$ cat config.mk
export PLATFORM = sky130hd
export DESIGN_NAME = lbs_seq
export DESIGN_NICKNAME = d
export VERILOG_FILES = /design/src/design/lbs_pkg.sv /design/src/design/lbs_seq.sv
export SDC_FILE = /design/constraint.sdc
export NUM_CORES = 1
export LEC_CHECK = 0
export ABC_AREA = 1
export BUFFER_PORTS_ARGS = -buffer_cell sky130_fd_sc_hd__buf_2
export CORE_AREA = 2 2 42 44
export DETAILED_ROUTE_END_ITERATION = 7
export DIE_AREA = 0 0 44 46
export GPL_ROUTABILITY_DRIVEN = 0
export PLACE_DENSITY = 0.69
export SLEW_MARGIN = 15
export SYNTH_ARGS = -nofsm -noshare
export SYNTH_HDL_FRONTEND = slang
export SYNTH_SLANG_ARGS = --single-unit
$ cat constraint.sdc
create_clock -name clk_i -period 1.2 [get_ports clk_i]
set_input_delay 0.12 -clock clk_i [delete_from_list [all_inputs] [get_ports clk_i]]
set_output_delay 0.12 -clock clk_i [all_outputs]
set_load 0.02 [all_outputs]
$ cat src/design/lbs_pkg.sv
// Shared types and constants for the vertex skinning block.
// No dependencies; imported by the sequencer and the top level.
package lbs_pkg;

  localparam int BONE_W = 6;
  localparam int WORD_W = 4;
  localparam int IDX_W  = 10;
  localparam int POS_W  = 32;
  localparam int WGT_W  = 17;
  localparam int SUM_W  = 48;
  localparam int PROD_W = 64;
  localparam int MUL_W  = 33;

  localparam logic [WORD_W-1:0] WORDS_PER_BONE = 4'd12;
  localparam logic [WORD_W-1:0] LAST_WORD      = 4'd11;
  localparam logic [1:0]        COL_TRANS      = 2'd3;

  typedef enum logic [2:0] {
    ST_IDLE,
    ST_READ,
    ST_MUL,
    ST_ACC,
    ST_CLAMP,
    ST_WMUL,
    ST_WACC,
    ST_EMIT
  } lbs_state_e;

  typedef struct packed {
    logic              in_ready;
    logic              rd_en;
    logic              mul_pos;
    logic              mul_wt;
    logic              add_prod;
    logic              add_trans;
    logic              clamp_c;
    logic              acc_sum;
    logic              clear_c;
    logic              emit;
    logic [WORD_W-1:0] wd;
  } lbs_ctl_t;

endpackage

$ cat src/design/lbs_seq.sv
// Blend sequencer: walks the twelve matrix words of a bone and steps the datapath.
// Depends on lbs_pkg.
module lbs_seq
  import lbs_pkg::*;
(
  input  logic     clk_i,
  input  logic     rst_ni,
  input  logic     in_valid_i,
  input  logic     blend_i,
  input  logic     bone_ok_i,
  input  logic     last_i,
  input  logic     out_free_i,
  output lbs_ctl_t ctl_o
);

  lbs_state_e        state_q, state_d;
  logic [WORD_W-1:0] wd_q, wd_d;
  logic              last_q;
  logic              in_fire;
  logic              row_done;

  assign in_fire  = in_valid_i && (state_q == ST_IDLE);
  assign row_done = (wd_q == LAST_WORD);

  always_comb begin
    state_d = state_q;
    wd_d    = wd_q;
    unique case (state_q)
      ST_IDLE: begin
        if (in_fire && blend_i) begin
          wd_d = '0;
          if (bone_ok_i) begin
            state_d = ST_READ;
          end else if (last_i) begin
            state_d = ST_EMIT;
          end
        end
      end
      ST_READ: state_d = ST_MUL;
      ST_MUL: begin
        state_d = (wd_q[1:0] == COL_TRANS) ? ST_CLAMP : ST_ACC;
      end
      ST_ACC: begin
        wd_d    = wd_q + 1'b1;
        state_d = ST_READ;
      end
      ST_CLAMP: state_d = ST_WMUL;
      ST_WMUL:  state_d = ST_WACC;
      ST_WACC: begin
        if (row_done) begin
          state_d = last_q ? ST_EMIT : ST_IDLE;
        end else begin
          wd_d    = wd_q + 1'b1;
          state_d = ST_READ;
        end
      end
      ST_EMIT: begin
        if (out_free_i) begin
          state_d = ST_IDLE;
        end
      end
      default: state_d = ST_IDLE;
    endcase
  end

  always_comb begin
    ctl_o           = '0;
    ctl_o.wd        = wd_q;
    ctl_o.in_ready  = (state_q == ST_IDLE);
    ctl_o.rd_en     = (state_q == ST_READ);
    ctl_o.mul_pos   = (state_q == ST_MUL) && (wd_q[1:0] != COL_TRANS);
    ctl_o.add_trans = (state_q == ST_MUL) && (wd_q[1:0] == COL_TRANS);
    ctl_o.add_prod  = (state_q == ST_ACC);
    ctl_o.clamp_c   = (state_q == ST_CLAMP);
    ctl_o.mul_wt    = (state_q == ST_WMUL);
    ctl_o.acc_sum   = (state_q == ST_WACC);
    ctl_o.clear_c   = (in_fire && blend_i) || ((state_q == ST_WACC) && !row_done);
    ctl_o.emit      = (state_q == ST_EMIT) && out_free_i;
  end

  always_ff @(posedge clk_i or negedge rst_ni) begin
    if (!rst_ni) begin
      state_q <= ST_IDLE;
      wd_q    <= '0;
      last_q  <= 1'b0;
    end else begin
      state_q <= state_d;
      wd_q    <= wd_d;
      if (in_fire && blend_i) begin
        last_q <= last_i;
      end
    end
  end

endmodule

# [Word level (Yosys, flattened, before mapping)]
# Cells that the tools add are included.
[op_classes] addsub=1 eq_ne=14 n_mux=11 n_reduce_logical=12
[op_table] operator="3-bit one-hot mux with 8 select lines" n=1
[op_table] operator="3-bit 2-to-1 mux" n=7
[op_table] operator="3-bit equality test (second input constant)" n=4
[op_table] operator="4-bit one-hot mux with 3 select lines" n=1
[op_table] operator="4-bit 2-to-1 mux" n=2
[op_table] operator="3-bit by 2-bit equality test with 1-bit output (second input constant)" n=2
[op_table] operator="1-bit logical AND" n=6
[op_table] operator="2-bit inequality test (second input constant)" n=3
[op_table] operator="3-bit AND reduction" n=2
[op_table] operator="4-bit by 1-bit adder with 4-bit output (second input constant)" n=1
[op_table] operator="4-bit equality test (second input constant)" n=1
[op_table] operator="3-bit by 1-bit equality test with 1-bit output (second input constant)" n=1
[op_table] operator="3-bit zero test" n=1
[op_table] operator="3-bit inequality test (second input constant)" n=1
[op_table] operator="3-bit nonzero test" n=1
[op_table] operator="2-bit equality test (second input constant)" n=1
[op_table] operator="2-bit by 1-bit inequality test with 1-bit output (second input constant)" n=1
[op_table] operator="1-bit zero test" n=1
[op_table] operator="1-bit logical OR" n=1
[totals] reg_bits=8 input_bits=7 output_inout_bits=14 wordCells=41

# [Logic depth before layout (Yosys ltp)]
[logic_depth] word_depth=5 depth_mapped=9 depth_no_buf=8

# [Least setup slack after synthesis]
# OpenSTA, ideal clock, no wires.
[synth_timing] path_kind="reg2reg" startpoint="reg wd_q[0]" endpoint="reg state_q[0]" setup_ns=0.069 t_arrival_ns=1.359 setup_slack_ns=-0.228 stages_incl_launch_ff=6 n_path_buf=0 period_less_slack_ns=1.428 path_cell_list="dfrtp_1 ha_1 nor2_1 nand3b_1 nand2_1 nand2_1"
[synth_via] elab_chain_cells=3 word_cells_on_any_way=5
[synth_lines] item="start, declared" line_no="lbs_seq.sv:17" source="logic [WORD_W-1:0] wd_q, wd_d;"
[synth_lines] item="start signal, assigned" line_no="lbs_seq.sv:88" source="wd_q <= wd_d;"
[synth_lines] item="4-bit equality test or 2-bit equality test (tied branches)" line_no="lbs_seq.sv:23, lbs_seq.sv:41"
[synth_lines] item="3-bit 2-to-1 mux (on tied branches)" line_no="lbs_seq.sv:50, lbs_seq.sv:41"
[synth_lines] item="3-bit one-hot mux with 8 select lines (*)" line_no="lbs_seq.sv:28" source="unique case (state_q)"
[synth_lines] item="end signal, assigned" line_no="lbs_seq.sv:87" source="state_q <= state_d;"
[synth_lines] item="end, declared" line_no="lbs_seq.sv:16" source="lbs_state_e state_q, state_d;"
# Mark *: on every way between the ends. The rest lies on a longest branch, timed or not.
# A chain may end at the register's enable or synchronous reset.

==> results.cfg <==
[outcome]
outcome = complete, but fails checks
violations = setup timing

[finish]
syn_to_final_growth_pct = 92.10
fin_nets = 151
layout-drive-gt1-share = 0.6312
design_area_um2 = 1156
diodes = 0
post_layout_nonfiller_instances = 158
utilization = 0.7163

[global_route]
grt_antenna_before_repair = 0
grt_usage = 0.2151
grt_pass1_vias = 761
grt_pass1_wl_um = 3091
grt_overflow = 0
grt_max_degree = 9

[yosys]
synth.distinct_cells = 20
yosys.area_share.xor_xnor = 0.02911
ys_seq_area_frac = 0.3326
ys_top_cells_by_area = dfrtp_1 (33%), nand2_1 (18%), nor2_1 (8.7%)
synth_compound_area_frac = 0.03119
yosysTopAreaCellShare = 0.3326
synth_mux_area_frac = 0
syn-num-nets = 101
synth_top_family_by_area = simple AND/OR/NAND/NOR gates
syn_inst = 93
synth_warnings = 0
synthesis.area_um2 = 601.8
synth-simple-area-share = 0.4553
syn_area_per_cell_um2 = 6.471
ys_ff_latch = 8
synthAdderAreaFrac = 0.02079
yosys.area.top_type = dfrtp_1

[critical_path]
path_depth = 5
endpoint = ctl_o[10]
crit_chain = buf_6, nor2_4, inv_2, nor2_1, buf_4
critPathCaptureType = output pin
r2r-start = state_q[1]$_DFFE_PN0P_
reg2reg_to = wd_q[3]$_DFFE_PN0P_
arrival_ps = 1280
critPathRequiredTime_ps = 1080
start_kind = register
critical-path-top-delay-family = flip-flops
crit_fanout = 6
ff2ff_path_depth = 10
crit_type = reg2out
startpoint = state_q[1]$_DFFE_PN0P_
slowest_delay_ps = 450
slowest_stage = dfrtp_2
reg2reg_setup_slack_ps = -120
path_buf_inv = 3

[timing]
max_freq_mhz = 713.3
period_minus_slack_ps = 1402
setup_viol = 18
tns_ps = -2088
slew_violations = 0
fin_crit_sh = 1.168
max_slew.worst_pin.slew_ps = 209.0
worst_slack_ps = -201.8
worst_slew_margin_rel = 0.8595
hold_viol = 0
rsz0062_at_grt = true
clock_skew_ps = 7.550

[power_and_ir_drop]
p_leak_nw = 0.6282
cellPowerDensity_nw_per_um2 = 2662
ir_worst_vdd_mv = 1.267
total_power_mw = 3.078

[clocking]
cts_tree = done
cts.path.max_buffers = 2
cts_made_buffers = 3
cts_sinks = 8
cts_root_buf = clkbuf_4
path_clk_slew_ps = 50
h-tree-depth = 1
clk_latency_ps = 250

[min_path]
min-delay-path-class = in2reg

[placed_design]
dp.cells = 136
hpwl_um = 1223
post_dp_cell_area_um2 = 813.3
io_buffer_count = 20

[floorplan]
die-area_um2 = 2024
die_y_um = 46
ios = 21
initial_utilization = 0.3729
core_um2 = 1614
std_cell_rows = 15
fp.dieW_um = 44

[detailed_routing]
drt.antenna.violating_nets = 0
routed_wl_um = 2124
post_drt_wl_per_cell_um = 13.44
drt_iter0_drc = 7
drtPass1Iterations = 4
drc_errors = 0
avgViaCountPerCell = 4.861
vias = 768

[run]
maxCapViolCount = 0
metrics by stage:
step	hold slack (ps)	setup WS, ps
floorplan	-175.6	-0.3172
global placement	-27.86	-23.08
detailed placement	-29.08	-42.81
CTS	136.6	-145.7
global route	181.5	-274.9
finish	176.6	-201.8
layout make-up:
type                    count  area [um^2]
multi-input cells          66        456.7
fillers                   126        457.9
flip-flops and latches      8        205.2
repair buffers             46        375.4
clock buffers               3        22.52
well taps                  17        21.27
inverters                  18        75.07
synthesized netlist by cell type:
master and number:
nand3b_1 1, dfrtp_1 8, xor2_1 1, o21ai_0 1, nor2_1 14, nand3_1 5
xnor2_1 1, buf_6 1, nor4_1 1, o21ai_2 1, o21ai_1 1, ha_1 1
inv_1 12, nand2_1 29, inv_2 5, clkinv_1 1, nand2_2 2, nand4_1 3
nor2_2 2, nand3_2 3
layout by cell type (no fill, tap or decap), types with 2 or more instances in the layout:
cell type / n
nor2_1: 8
nand2_1: 20
buf_4: 21
inv_4: 3
nor2_4: 6
nor2_2: 2
buf_2: 10
inv_2: 7
dfrtp_2: 4
inv_1: 8
nand3_4: 2
nand2_2: 8
dfrtp_1: 4
nand3_1: 3
nand3_2: 3
nand4_1: 3
nand2_4: 3
clkbuf_4: 3
buf_6: 14
worst min path at each step:
| stage | depth (start not counted) | from | endpoint | slack (ps) |
|---|---|---|---|---|
| after floorplan | 0 | rst_ni | last_q$_DFFE_PN0P_ | -180 |
| after global placement | 1 | rst_ni | last_q$_DFFE_PN0P_ | -30 |
| after detailed placement | 1 | rst_ni | last_q$_DFFE_PN0P_ | -30 |
| after CTS | 3 | last_i | last_q$_DFFE_PN0P_ | 140 |
| after global routing | 3 | last_i | last_q$_DFFE_PN0P_ | 180 |
| final | 3 | last_i | last_q$_DFFE_PN0P_ | 180 |
worst reg2reg max path, cell delays in order, from the launching register on:
cell and delay [ps]:
dfrtp_2 450, inv_2 120, nand2_4 70, nor2_4 100, buf_6 110, buf_6 100
nor2_4 40, inv_2 60, nand2_4 60, nand2_1 60, nand2_1 50
kinds of logic after synthesis:
logic type               Yosys count
AND/OR/NAND/NOR                   60
adder cells (fa/ha/maj)            1
XOR/XNOR                           2
buffers and inverters             19
flip-flops                         8
AO/OA/AOI/OAI                      3
state kept, by name, indices dropped and copies added (netlist names):
name     cells
wd_q         4
state_q      3
last_q       1
power by group:
part | leakage (nW) | total, mW | internal [mW] | switching (mW)
logic | 0.516 | 2.34 | 1.09 | 1.24
registers | 0.0985 | 0.540 | 0.391 | 0.149
clock network | 0.0138 | 0.202 | 0.114 | 0.0876
total | 0.628 | 3.08 | 1.60 | 1.48
repair_timing:
action,in CTS,in global routing
pin swaps,14,6
hold buffers,1,0
setup buffers,15,3
setup endpoints to repair,16,18
resized for setup,43,14
endpoints found under the hold margin,8,0
layer usage:
layer	track usage	part of all wire
met1	0.2257	0.36
met2	0.3882	0.58
met3	0.03968	0.039
met4	0.1455	0.016
met5	0	0
Note: power is estimated with default switching activity, not from simulation.
